**config.mk**
```make
export PLATFORM = sky130hd
export DESIGN_NAME = load_throttle_level_monitor_core
export DESIGN_NICKNAME = d
export VERILOG_FILES = /design/src/sv/ltlm_pkg.sv /design/src/sv/load_throttle_level_monitor_core.sv /design/src/sv/ltlm_ram.sv /design/src/sv/ltlm_div.sv
export SDC_FILE = /design/constraint.sdc
export NUM_CORES = 1
export LEC_CHECK = 0
export BUFFER_PORTS_ARGS = -buffer_cell sky130_fd_sc_hd__buf_2
export CORE_ASPECT_RATIO = 1.4
export CORE_MARGIN = 2
export CORE_UTILIZATION = 35
export DETAILED_ROUTE_END_ITERATION = 10
export GPL_TIMING_DRIVEN = 0
export PLACE_DENSITY_LB_ADDON = 0.25
export SYNTH_ARGS = -nofsm -noshare
export SYNTH_HDL_FRONTEND = slang
export SYNTH_SLANG_ARGS = --single-unit
```
**constraint.sdc**
```tcl
create_clock -name clk_i -period 7.5 [get_ports clk_i]
set_input_delay 0.75 -clock clk_i [delete_from_list [all_inputs] [get_ports clk_i]]
set_output_delay 0.75 -clock clk_i [all_outputs]
set_load 0.02 [all_outputs]
```
**src/sv/ltlm_pkg.sv**
```systemverilog
// Shared types and constants for the load throttle level monitor.
// Used by ltlm_div and load_throttle_level_monitor_core.
package ltlm_pkg;

  // Width of the sample, threshold and result fields.
  localparam int unsigned DataW = 10;

  // Default depth of the sample history ring.
  localparam int unsigned HistoryDepthDef = 64;

  // Register reset values.
  localparam logic [DataW-1:0] LowThreshRst  = 10'd500;
  localparam logic [DataW-1:0] HighThreshRst = 10'd700;
  localparam logic [DataW-1:0] MaxThreshRst  = 10'd900;

  // Configuration port.
  localparam int unsigned CfgIdxW = 2;
  localparam logic [CfgIdxW-1:0] CfgLowThresh  = 2'd0;
  localparam logic [CfgIdxW-1:0] CfgHighThresh = 2'd1;
  localparam logic [CfgIdxW-1:0] CfgMaxThresh  = 2'd2;

  // Throttle curve points in per-mille.
  localparam logic [DataW-1:0] LvlKnee = 10'd300;
  localparam logic [DataW-1:0] LvlFull = 10'd1000;
  localparam int unsigned GentleSpan = 300;
  localparam int unsigned SteepSpan  = 500;

  // Numerator of a level division: 500 * 1023 fits in 19 bits.
  localparam int unsigned LvlNumW = 19;

  // Sequencer states.
  typedef enum logic [4:0] {
    StIdle   = 5'b00001,
    StUpdate = 5'b00010,
    StDivAvg = 5'b00100,
    StDivLvl = 5'b01000,
    StResult = 5'b10000
  } ltlm_state_e;

  // Status of the shared divider.
  typedef struct packed {
    logic busy;
    logic done;
  } div_stat_t;

endpackage

```
**src/sv/load_throttle_level_monitor_core.sv**
```systemverilog
// Load throttle level monitor: top level.
// Depends on ltlm_pkg, ltlm_ram and ltlm_div.
//
// Usage:
//   Load samples (tenths of a percent) enter on the in_valid_i/in_ready_o channel;
//   each accepted sample gives exactly one result transaction on
//   out_valid_o/out_ready_i carrying the moving average over the filled part of the
//   history ring, the peak sample since reset, the throttle level in per-mille and the
//   throttling flag. Thresholds are written through cfg_we_i/cfg_idx_i/cfg_wdata_i
//   while the block is idle, which the user must ensure as the block does not enforce
//   it; index 0 is low, 1 is high, 2 is max, others are ignored.
// Sequence:
//   One sample at a time. A sample takes an update step, the shared serial
//   divider for the average, the divider again for the level when the
//   sample lies between low and max, and a last step to load the result
//   register. in_ready_o rises together with out_valid_o, so a new sample is
//   accepted only after the result of the previous one has been loaded.
// Reset:
//   History reads as zero until written (tracked by the fill count, no
//   clearing pass), thresholds return to 500/700/900, peak and counts clear.
// Stall:
//   A waiting result sits in the output register; the next sample is taken
//   and computed meanwhile, and holds in the last step until the register
//   is free.
module load_throttle_level_monitor_core import ltlm_pkg::*; #(
  parameter int unsigned HISTORY_DEPTH = HistoryDepthDef
) (
  input  logic               clk_i,
  input  logic               rst_ni,
  input  logic               cfg_we_i,
  input  logic [CfgIdxW-1:0] cfg_idx_i,
  input  logic [DataW-1:0]   cfg_wdata_i,
  input  logic               in_valid_i,
  output logic               in_ready_o,
  input  logic [DataW-1:0]   usage_sample_i,
  output logic               out_valid_o,
  input  logic               out_ready_i,
  output logic [DataW-1:0]   average_usage_o,
  output logic [DataW-1:0]   peak_usage_o,
  output logic [DataW-1:0]   throttle_level_o,
  output logic               throttling_active_o
);

  localparam int unsigned SlotW = (HISTORY_DEPTH > 1) ? $clog2(HISTORY_DEPTH) : 1;
  localparam int unsigned FillW = $clog2(HISTORY_DEPTH + 1);
  localparam int unsigned SumW  = DataW + FillW;
  localparam int unsigned NumW  = (SumW > LvlNumW) ? SumW : LvlNumW;
  localparam int unsigned DenW  = (FillW > DataW) ? FillW : DataW;

  ltlm_state_e state_q, state_d;

  logic [DataW-1:0] low_q, high_q, max_q;
  logic [DataW-1:0] sample_q;
  logic [SlotW-1:0] slot_q, slot_d;
  logic [FillW-1:0] fill_q, fill_d;
  logic [SumW-1:0]  total_q, total_d;
  logic [DataW-1:0] peak_q, peak_d;

  logic [LvlNumW-1:0] lvl_num_q, lvl_num_d;
  logic [DataW-1:0]   lvl_den_q, lvl_den_d;
  logic [DataW-1:0]   lvl_base_q, lvl_base_d;
  logic               lvl_div_q, lvl_div_d;
  logic [DataW-1:0]   avg_q, avg_d;
  logic [DataW-1:0]   lvl_q, lvl_d;

  logic             out_valid_q, out_valid_d;
  logic [DataW-1:0] out_avg_q, out_peak_q, out_lvl_q;
  logic             out_flag_q;
  logic             out_load;

  logic [DataW-1:0] ram_rdata;
  logic             ram_we;
  logic [DataW-1:0] old_sample;
  logic             full;

  logic            div_start;
  logic [NumW-1:0] div_num;
  logic [DenW-1:0] div_den;
  logic [NumW-1:0] div_quo;
  div_stat_t       div_stat;

  logic in_acc;

  assign in_ready_o = (state_q == StIdle);
  assign in_acc     = in_valid_i && in_ready_o;
  assign full       = (fill_q == FillW'(HISTORY_DEPTH));
  // An entry was written only once the ring has wrapped, else it still reads as zero.
  assign old_sample = full ? ram_rdata : '0;
  assign ram_we     = (state_q == StUpdate);
  assign out_load   = (state_q == StResult) && (!out_valid_q || out_ready_i);

  ltlm_ram #(
    .Width (DataW),
    .Depth (HISTORY_DEPTH)
  ) u_hist (
    .clk_i   (clk_i),
    .we_i    (ram_we),
    .waddr_i (slot_q),
    .wdata_i (sample_q),
    .raddr_i (slot_q),
    .rdata_o (ram_rdata)
  );

  ltlm_div #(
    .NumW (NumW),
    .DenW (DenW)
  ) u_div (
    .clk_i   (clk_i),
    .rst_ni  (rst_ni),
    .start_i (div_start),
    .num_i   (div_num),
    .den_i   (div_den),
    .quo_o   (div_quo),
    .stat_o  (div_stat)
  );

  // Ring, sum and peak update, and the choice of throttle segment.
  always_comb begin
    slot_d     = slot_q;
    fill_d     = fill_q;
    total_d    = total_q;
    peak_d     = peak_q;
    lvl_num_d  = lvl_num_q;
    lvl_den_d  = lvl_den_q;
    lvl_base_d = lvl_base_q;
    lvl_div_d  = lvl_div_q;
    if (state_q == StUpdate) begin
      total_d = total_q - SumW'(old_sample) + SumW'(sample_q);
      slot_d  = (slot_q == SlotW'(HISTORY_DEPTH - 1)) ? '0 : slot_q + 1'b1;
      fill_d  = full ? fill_q : fill_q + 1'b1;
      peak_d  = (sample_q > peak_q) ? sample_q : peak_q;
      priority if (sample_q < low_q) begin
        lvl_div_d  = 1'b0;
        lvl_base_d = '0;
        lvl_num_d  = '0;
        lvl_den_d  = '0;
      end else if (sample_q < high_q) begin
        lvl_div_d  = 1'b1;
        lvl_base_d = '0;
        lvl_num_d  = LvlNumW'(sample_q - low_q) * LvlNumW'(GentleSpan);
        lvl_den_d  = high_q - low_q;
      end else if (sample_q < max_q) begin
        lvl_div_d  = 1'b1;
        lvl_base_d = LvlKnee;
        lvl_num_d  = LvlNumW'(sample_q - high_q) * LvlNumW'(SteepSpan);
        lvl_den_d  = max_q - high_q;
      end else begin
        lvl_div_d  = 1'b0;
        lvl_base_d = LvlFull;
        lvl_num_d  = '0;
        lvl_den_d  = '0;
      end
    end
  end

  // Sequencer around the shared divider.
  always_comb begin
    state_d     = state_q;
    div_start   = 1'b0;
    div_num     = NumW'(lvl_num_q);
    div_den     = DenW'(lvl_den_q);
    avg_d       = avg_q;
    lvl_d       = lvl_q;
    out_valid_d = out_valid_q && !out_ready_i;
    unique case (state_q)
      StIdle: begin
        if (in_acc) begin
          state_d = StUpdate;
        end
      end
      StUpdate: begin
        div_start = 1'b1;
        div_num   = NumW'(total_d);
        div_den   = DenW'(fill_d);
        state_d   = StDivAvg;
      end
      StDivAvg: begin
        if (div_stat.done) begin
          avg_d = div_quo[DataW-1:0];
          if (lvl_div_q) begin
            div_start = 1'b1;
            state_d   = StDivLvl;
          end else begin
            lvl_d   = lvl_base_q;
            state_d = StResult;
          end
        end
      end
      StDivLvl: begin
        if (div_stat.done) begin
          lvl_d   = lvl_base_q + div_quo[DataW-1:0];
          state_d = StResult;
        end
      end
      StResult: begin
        if (out_load) begin
          out_valid_d = 1'b1;
          state_d     = StIdle;
        end
      end
      default: begin
        state_d = StIdle;
      end
    endcase
  end

  always_ff @(posedge clk_i or negedge rst_ni) begin
    if (!rst_ni) begin
      state_q     <= StIdle;
      low_q       <= LowThreshRst;
      high_q      <= HighThreshRst;
      max_q       <= MaxThreshRst;
      slot_q      <= '0;
      fill_q      <= '0;
      total_q     <= '0;
      peak_q      <= '0;
      out_valid_q <= 1'b0;
    end else begin
      state_q     <= state_d;
      slot_q      <= slot_d;
      fill_q      <= fill_d;
      total_q     <= total_d;
      peak_q      <= peak_d;
      out_valid_q <= out_valid_d;
      if (cfg_we_i) begin
        unique case (cfg_idx_i)
          CfgLowThresh:  low_q  <= cfg_wdata_i;
          CfgHighThresh: high_q <= cfg_wdata_i;
          CfgMaxThresh:  max_q  <= cfg_wdata_i;
          default: ;
        endcase
      end
    end
  end

  always_ff @(posedge clk_i) begin
    if (in_acc) begin
      sample_q <= usage_sample_i;
    end
    lvl_num_q  <= lvl_num_d;
    lvl_den_q  <= lvl_den_d;
    lvl_base_q <= lvl_base_d;
    lvl_div_q  <= lvl_div_d;
    avg_q      <= avg_d;
    lvl_q      <= lvl_d;
    if (out_load) begin
      out_avg_q  <= avg_q;
      out_peak_q <= peak_q;
      out_lvl_q  <= lvl_q;
      out_flag_q <= (lvl_q != '0);
    end
  end

  assign out_valid_o         = out_valid_q;
  assign average_usage_o     = out_avg_q;
  assign peak_usage_o        = out_peak_q;
  assign throttle_level_o    = out_lvl_q;
  assign throttling_active_o = out_flag_q;

  // The fill count saturates at the ring depth.
  a_fill_bounded : assert property (@(posedge clk_i) disable iff (!rst_ni)
    fill_q <= FillW'(HISTORY_DEPTH))
    else $error("fill count above history depth");

  // The divider only finishes while the sequencer waits for it.
  a_div_done_state : assert property (@(posedge clk_i) disable iff (!rst_ni)
    div_stat.done |-> (state_q == StDivAvg || state_q == StDivLvl))
    else $error("divider finished outside a divide step");

  // A division is only started once the previous one has finished.
  a_div_start_idle : assert property (@(posedge clk_i) disable iff (!rst_ni)
    div_start |-> !div_stat.busy)
    else $error("divider restarted while busy");

  // A result flag always agrees with its level, and the level never exceeds full.
  a_flag_matches : assert property (@(posedge clk_i) disable iff (!rst_ni)
    out_valid_o |-> (throttling_active_o == (throttle_level_o != '0))
                    && (throttle_level_o <= LvlFull))
    else $error("throttle flag or level inconsistent");

  // A new result is never loaded over one that has not been taken.
  a_no_overwrite : assert property (@(posedge clk_i) disable iff (!rst_ni)
    (out_valid_o && !out_ready_i) |=> out_valid_o && $stable(throttle_level_o))
    else $error("pending result overwritten");

endmodule

```
**src/sv/ltlm_ram.sv**
```systemverilog
// Generic single-port-write, single-port-read RAM with registered read data.
// Depends on nothing.
module ltlm_ram #(
  parameter int unsigned Width = 10,
  parameter int unsigned Depth = 64,
  localparam int unsigned AddrW = (Depth > 1) ? $clog2(Depth) : 1
) (
  input  logic             clk_i,
  input  logic             we_i,
  input  logic [AddrW-1:0] waddr_i,
  input  logic [Width-1:0] wdata_i,
  input  logic [AddrW-1:0] raddr_i,
  output logic [Width-1:0] rdata_o
);

  logic [Width-1:0] mem_q [Depth];

  always_ff @(posedge clk_i) begin
    if (we_i) begin
      mem_q[waddr_i] <= wdata_i;
    end
    rdata_o <= mem_q[raddr_i];
  end

endmodule

```
**src/sv/ltlm_div.sv**
```systemverilog
// Restoring serial divider, one quotient bit per cycle.
// Depends on ltlm_pkg for the status struct.
module ltlm_div import ltlm_pkg::*; #(
  parameter int unsigned NumW = 19,
  parameter int unsigned DenW = 10
) (
  input  logic            clk_i,
  input  logic            rst_ni,
  input  logic            start_i,
  input  logic [NumW-1:0] num_i,
  input  logic [DenW-1:0] den_i,
  output logic [NumW-1:0] quo_o,
  output div_stat_t       stat_o
);

  localparam int unsigned CntW = $clog2(NumW + 1);

  logic [CntW-1:0] cnt_q, cnt_d;
  logic            done_q, done_d;
  logic [NumW-1:0] quo_q, quo_d;
  logic [DenW-1:0] rem_q, rem_d;
  logic [DenW-1:0] den_q, den_d;
  logic [DenW:0]   shifted;
  logic [DenW+1:0] diff;
  logic            ge;

  assign shifted = {rem_q, quo_q[NumW-1]};
  assign diff    = {1'b0, shifted} - {2'b00, den_q};
  assign ge      = ~diff[DenW+1];

  always_comb begin
    cnt_d  = cnt_q;
    done_d = 1'b0;
    quo_d  = quo_q;
    rem_d  = rem_q;
    den_d  = den_q;
    if (start_i) begin
      cnt_d = CntW'(NumW);
      quo_d = num_i;
      rem_d = '0;
      den_d = den_i;
    end else if (cnt_q != '0) begin
      cnt_d  = cnt_q - 1'b1;
      done_d = (cnt_q == CntW'(1));
      quo_d  = {quo_q[NumW-2:0], ge};
      rem_d  = ge ? diff[DenW-1:0] : shifted[DenW-1:0];
    end
  end

  always_ff @(posedge clk_i or negedge rst_ni) begin
    if (!rst_ni) begin
      cnt_q  <= '0;
      done_q <= 1'b0;
    end else begin
      cnt_q  <= cnt_d;
      done_q <= done_d;
    end
  end

  always_ff @(posedge clk_i) begin
    quo_q <= quo_d;
    rem_q <= rem_d;
    den_q <= den_d;
  end

  assign quo_o       = quo_q;
  assign stat_o.busy = (cnt_q != '0);
  assign stat_o.done = done_q;

endmodule
```
Word level (Yosys, flattened, before mapping)
Memory sizes are Yosys's and may differ from the RTL's. A register that Yosys moved wholly into a read port is not among the register bits.
Cells that the tools add are included.
{"block": "op_classes", "n_addsub": 11, "mux": 38, "n_reduce_logical": 19, "order_cmp": 4, "mul": 2, "eq_ne": 15, "bitwise": 1}
{"op": "$mux W19", "n": 5}
{"op": "$mux W10", "n": 8}
{"op": "$mul A19 B7 Y17 const B", "n": 2}
{"op": "$mux W5", "n": 7}
{"op": "$lt A10 B10 Y1", "n": 3}
{"op": "$pmux W5 S5", "n": 1}
{"op": "$sub A10 B10 Y11", "n": 2}
{"op": "$mux W7", "n": 3}
{"op": "$pmux W10 S2", "n": 1}
{"op": "$sub A10 B10 Y10", "n": 2}
{"op": "$add A17 B10 Y17", "n": 1}
{"op": "$mux W17", "n": 1}
{"op": "$sub A17 B10 Y17", "n": 1}
{"op": "$sub A11 B10 Y12", "n": 1}
{"op": "$add A10 B10 Y10", "n": 1}
{"op": "$eq A5 B1 Y1 const B", "n": 2}
{"op": "$gt A10 B10 Y1", "n": 1}
{"op": "$mux W1", "n": 10}
{"op": "$reduce_and A2 Y1", "n": 5}
{"op": "$reduce_bool A10 Y1", "n": 1}
{"op": "$reduce_and A4 Y1", "n": 2}
{"op": "$add A7 B1 Y7 const B", "n": 1}
{"op": "$eq A7 B7 Y1 const B", "n": 1}
{"op": "$add A6 B1 Y6 const B", "n": 1}
{"op": "20 further kinds", "n": 27}
{"block": "word_totals", "mem_count": 1, "register_bits": 222, "mem_bits_rw": 640, "out_inout_bits": 33}
{"name": "u_hist.mem_q", "depth": 64, "word_bits": 10, "rd": 1, "rd_ports_with_merged_regs": 1, "write_ports": 1, "line_no": "ltlm_ram.sv:16", "rtl": "logic [Width-1:0] mem_q [Depth];"}

Depth between registers and ports, before layout
{"block": "logic_depth", "word_depth": 7, "depth_mapped": 26, "ltp_nobuf": 26}

Hierarchy
From an unflattened synthesis, not the netlist that was laid out.
{"block": "unflattened", "hier_cells": 2670, "area_unflattened_um2": 40894.2}
{"mod": "ltlm_ram", "seq_area_each_um2": 19418.6, "area_each_um2": 25101.6, "cells_per_inst": 1118, "instances": 1}
{"mod": "load_throttle_level_monitor_core", "seq_area_each_um2": 4685.7, "area_each_um2": 13362.8, "cells_per_inst": 1335, "instances": 1}
{"mod": "ltlm_div", "seq_area_each_um2": 1221.2, "area_each_um2": 2429.8, "cells_per_inst": 217, "instances": 1}

Worst setup path after synthesis
No wires, ideal clock.
{"block": "synth_path", "kind": "register -> register", "from": "register sample_q[0]", "to": "register lvl_num_q[18] (data pin)", "arrival_ns": 6.266, "synth_period_minus_slack_ns": 6.532, "path_slack_ns": 0.968, "t_required_ns": 7.233, "stages_incl_launch_ff": 27, "path_cell_list": "edfxtp_1 -> inv_1 -> ha_1 -> inv_1 -> fa_1 -> a211oi_1 -> nor2_1 -> o31ai_2 -> a21boi_2 -> inv_1 -> xnor2_1 -> ha_1 -> inv_1 -> fa_1 -> inv_1 -> fa_1 -> inv_1 -> fa_1 -> inv_1 -> ha_1 -> and2_1 -> a31oi_1 -> o31ai_1 -> o41a_1 -> a31oi_1 -> xor2_1 -> o211ai_2"}
{"block": "synth_via", "elab_chain_cells": 4, "elab_cells_between_ends": 9}
{"element": "start: declaration", "line_no": "load_throttle_level_monitor_core.sv:53", "rtl": "logic [DataW-1:0] sample_q;"}
{"element": "start signal: assignment", "line_no": "load_throttle_level_monitor_core.sv:238", "rtl": "sample_q <= usage_sample_i;"}
{"element": "$sub A10 B10 Y11", "line_no": "load_throttle_level_monitor_core.sv:145", "rtl": "lvl_num_d = LvlNumW'(sample_q - high_q) * LvlNumW'(SteepSpan);"}
{"element": "$mul A19 B7 Y17", "line_no": "load_throttle_level_monitor_core.sv:145"}
{"element": "$mux W19", "line_no": "load_throttle_level_monitor_core.sv:142", "rtl": "end else if (sample_q < max_q) begin"}
{"element": "$mux W19", "line_no": "load_throttle_level_monitor_core.sv:137", "rtl": "end else if (sample_q < high_q) begin"}
{"element": "end signal: assignment", "line_no": "load_throttle_level_monitor_core.sv:240", "rtl": "lvl_num_q <= lvl_num_d;"}
{"element": "end: declaration", "line_no": "load_throttle_level_monitor_core.sv:59", "rtl": "logic [LvlNumW-1:0] lvl_num_q, lvl_num_d;"}
Several ways; a longest one is shown, not always the timed one.
A chain may end at the register's enable or synchronous reset.

Worst setup path in the final report
Same ends and word-level chain as after synthesis.

==> flow_summary.yaml <==
global_routing:
  grt.total_usage: 0.2150
  antenna_violations_before_repair: 3
  grt-ovfl-total: 0
  grt_start_max_net_pins: 45
  grt_first_pass_wirelength_um: 176600
  via_count_of_the_first_global_routing_pass: 24570
yosys:
  synth-adder-area-share: 0.08603
  yosys-mux-area-fraction: 0.01579
  postSynthNetCount: 3057
  seq_area_frac_synth: 0.6469
  ys_seq_elements: 863
  yosysWarningCount: 0
  post_synth_and_or_nand_nor_area_fraction: 0.06107
  synth_edf_count: 761
  synth_top_family_by_area: "compound AO/OA/AOI/OAI gates"
  synth_cell_types: 87
  synth_async_sr_flop_share: 0.09502
  synth-xor-area-share: 0.02279
  syn-cell-area_mm2: 0.03915
  synth_compound_area_frac: 0.1351
  ys_flop_type: "sky130_fd_sc_hd__edfxtp_1"
  post_syn_instances: 2801
  synth.avg_cell_area_um2: 13.98
final_layout:
  final_common_cell: "sky130_fd_sc_hd__edfxtp_1"
  num-nets-final: 3227
  final_layout_size_suffix_gt1_frac: 0.1104
  layout_common_cells: "sky130_fd_sc_hd__edfxtp_1, sky130_fd_sc_hd__inv_1, sky130_fd_sc_hd__a22oi_1"
  syn_to_final_growth_pct: 14.44
  fillCellCount: 10310
  final_area_mm2: 0.04480
route:
  drt-pass1-iter-count: 9
  drc_errors_left: 0
  number_of_drc_markers_in_iteration_0: 2751
  totalWireLength_um: 124200
  drtAntennaViolNets: 0
  drt-vias-per-instance: 5.631
  route.vias.total: 25370
  wl_per_cell_um: 27.57
timing:
  finalHoldViolCount: 0
  worstMarginPinSlew_ns: 1.556
  relSlewSlack: -0.03724
  achievable-frequency_ghz: 0.1436
  timing.final.max_slew_violations: 13
  rsz0062_at_grt: "no"
  final_min_period_over_clock_period: 0.9283
  clock-skew-final_ns: 0.04507
  period_needed_ns: 6.963
  setup-violations-final: 0
clock_network:
  worst_case_clock_buffer_depth: 3
  cts_max_level: 3
  cts.sink_count: 863
  clk_latency_ns: 0.69
  cts-buffers-inserted: 78
  clock-root-buffer: "sky130_fd_sc_hd__clkbuf_16"
  worst_setup_hold_path_clk_slew_ns: 0.07
  cts_tree: "built"
  number_of_hold_buffers_added_after_cts: 0
place:
  placer_congestion_estimate: 0.8802
  io_buffer_count: 59
  hpwl_um: 84910
  placedInstanceArea_mm2: 0.04210
floorplan:
  floorplan.io_pins: 60
  rows: 145
  die_y_um: 399.7
  core-area_mm2: 0.1112
  initial_core_util: 0.3520
  fp.dieArea_mm2: 0.1146
  die_w_um: 286.7
worst_setup_path:
  timing.critical_path.required_ns: 7.89
  end_kind: "flip-flop"
  critical_path_class: "flip-flop to flip-flop"
  startpoint_class_of_the_critical_path: "flip-flop"
  worst-endpoint-arrival_ns: 7.35
  crit_path_max_fanout: 6
status:
  run_status: "complete, but fails checks"
  violations: "max-capacitance violations, max-slew violations"
run:
  max-cap-violations: 2
min_path:
  hold_path_class: "input port to async pin"
[path summary, 6_finish.rpt]
| path | start | to | slack, ns | cells past startpoint |
|---|---|---|---|---|
| worst max-delay path | sample_q[0] | lvl_num_q[18] | 0.54 | 26 |
| worst min-delay path | rst_ni | state_q[4] | 0.09 | 1 |
| worst max register to register | sample_q[0] | lvl_num_q[18] | 0.54 | 26 |
| worst min register to register | avg_q[3] | average_usage_o[3] | 0.42 | 0 |
| max in group asynchronous | rst_ni | low_q[8] | 6.63 | 2 |
| min in group clk_i | usage_sample_i[4] | sample_q[4] | 0.25 | 1 |
[per-layer routing]
metal / vias to the layer above / part of all wire / global-route usage
met5: - / 0.00031 / 0
met4: 6 / 0.049 / 0.1019
met3: 246 / 0.073 / 0.03231
met2: 1058 / 0.48 / 0.3532
met1: 12940 / 0.40 / 0.2795
li1: 11130 / - / -
[worst max-delay path: stages, from the launching register on]
cell and delay (ns):
sky130_fd_sc_hd__edfxtp_1 0.53, sky130_fd_sc_hd__inv_2 0.19, sky130_fd_sc_hd__ha_1 0.25, sky130_fd_sc_hd__inv_1 0.07
sky130_fd_sc_hd__fa_1 0.42, sky130_fd_sc_hd__a211oi_1 0.23, sky130_fd_sc_hd__nor2_1 0.13, sky130_fd_sc_hd__o31ai_2 0.34
sky130_fd_sc_hd__a21boi_4 0.34, sky130_fd_sc_hd__inv_1 0.15, sky130_fd_sc_hd__xnor2_2 0.18, sky130_fd_sc_hd__ha_1 0.31
sky130_fd_sc_hd__inv_1 0.05, sky130_fd_sc_hd__fa_1 0.50, sky130_fd_sc_hd__inv_1 0.05, sky130_fd_sc_hd__fa_1 0.50
sky130_fd_sc_hd__inv_1 0.05, sky130_fd_sc_hd__fa_1 0.49, sky130_fd_sc_hd__inv_1 0.04, sky130_fd_sc_hd__ha_1 0.34
sky130_fd_sc_hd__and2_1 0.20, sky130_fd_sc_hd__a31oi_1 0.14, sky130_fd_sc_hd__o31ai_1 0.12, sky130_fd_sc_hd__o41a_1 0.36
sky130_fd_sc_hd__a31oi_1 0.26, sky130_fd_sc_hd__xor2_1 0.31, sky130_fd_sc_hd__o211ai_2 0.14
[cell type report]
cell class / instances / area, um^2 / share of cell area
sequential: 863 / 25330 / 0.5653
antenna: 1 / 2.502 / 0.00005585
timing repair buffer: 90 / 1091 / 0.02435
buffer: 115 / 476.7 / 0.01064
tap: 1470 / 1839 / 0.04105
multi-input combinational: 1613 / 12600 / 0.2813
clock inverter: 50 / 650.6 / 0.01452
clock buffer: 94 / 2022 / 0.04513
inverter: 210 / 793.3 / 0.01771
[registers in the layout, summed over array words and instances (netlist names), 17 cells and up]
name	flops
u_hist.mem_q	640
u_div.quo_o	19
lvl_num_q	17
total_q	17
[synthesized netlist by cell type (22+ instances only)]
master / count / area, um^2
sky130_fd_sc_hd__xor2_1: 34 / 297.8
sky130_fd_sc_hd__clkbuf_1: 60 / 225.2
sky130_fd_sc_hd__nand3_1: 29 / 145.1
sky130_fd_sc_hd__mux2i_1: 28 / 280.3
sky130_fd_sc_hd__nand2_1: 123 / 461.7
sky130_fd_sc_hd__fa_1: 63 / 1261
sky130_fd_sc_hd__a21oi_1: 73 / 365.4
sky130_fd_sc_hd__buf_2: 35 / 175.2
sky130_fd_sc_hd__nor3_1: 28 / 140.1
sky130_fd_sc_hd__o21ai_0: 89 / 445.4
sky130_fd_sc_hd__a221oi_1: 70 / 613.1
sky130_fd_sc_hd__dfrtp_1: 65 / 1627
sky130_fd_sc_hd__and2_1: 22 / 137.6
sky130_fd_sc_hd__a22oi_1: 187 / 1404
sky130_fd_sc_hd__xnor2_1: 66 / 578.1
sky130_fd_sc_hd__a21o_1: 29 / 217.7
sky130_fd_sc_hd__a31oi_1: 85 / 531.8
sky130_fd_sc_hd__edfxtp_1: 761 / 22850
sky130_fd_sc_hd__inv_1: 206 / 773.2
sky130_fd_sc_hd__ha_1: 166 / 2077
sky130_fd_sc_hd__nor4_1: 22 / 137.6
sky130_fd_sc_hd__a22o_1: 71 / 621.9
sky130_fd_sc_hd__nor2_1: 143 / 536.8
sky130_fd_sc_hd__mux2_2: 30 / 337.8
[per-stage QoR]
stage               hold slack [ns]  TNS [ns]  cells  worst slack [ns]  utilization
global placement             0.4022    -8.043   4330            -1.450       0.3712
CTS                         0.09032         0   4505            0.3432       0.4027
global route                 0.1226         0   4505            0.1076       0.4028
detailed placement           0.4045  -0.07405   4360          -0.07405       0.3785
finish                      0.09375         0   4506            0.5375       0.4029
floorplan                    0.4003         0   2801            0.9676            -
[repair_timing]
action | CTS | global route
setup endpoints to repair | 1 | 1
resized for setup | 1 | 3
setup buffers | 1 | 0
[cell families after synthesis]
logic type,count (synthesis)
multiplexers,58
XOR/XNOR,101
buffers and inverters,325
adder cells (fa/ha/maj),232
AO/OA/AOI/OAI,736
flip-flops,863
AND/OR/NAND/NOR,486
Power is not shown: default switching activity piles up to over one toggle a cycle in this logic, so the estimate is an artifact.
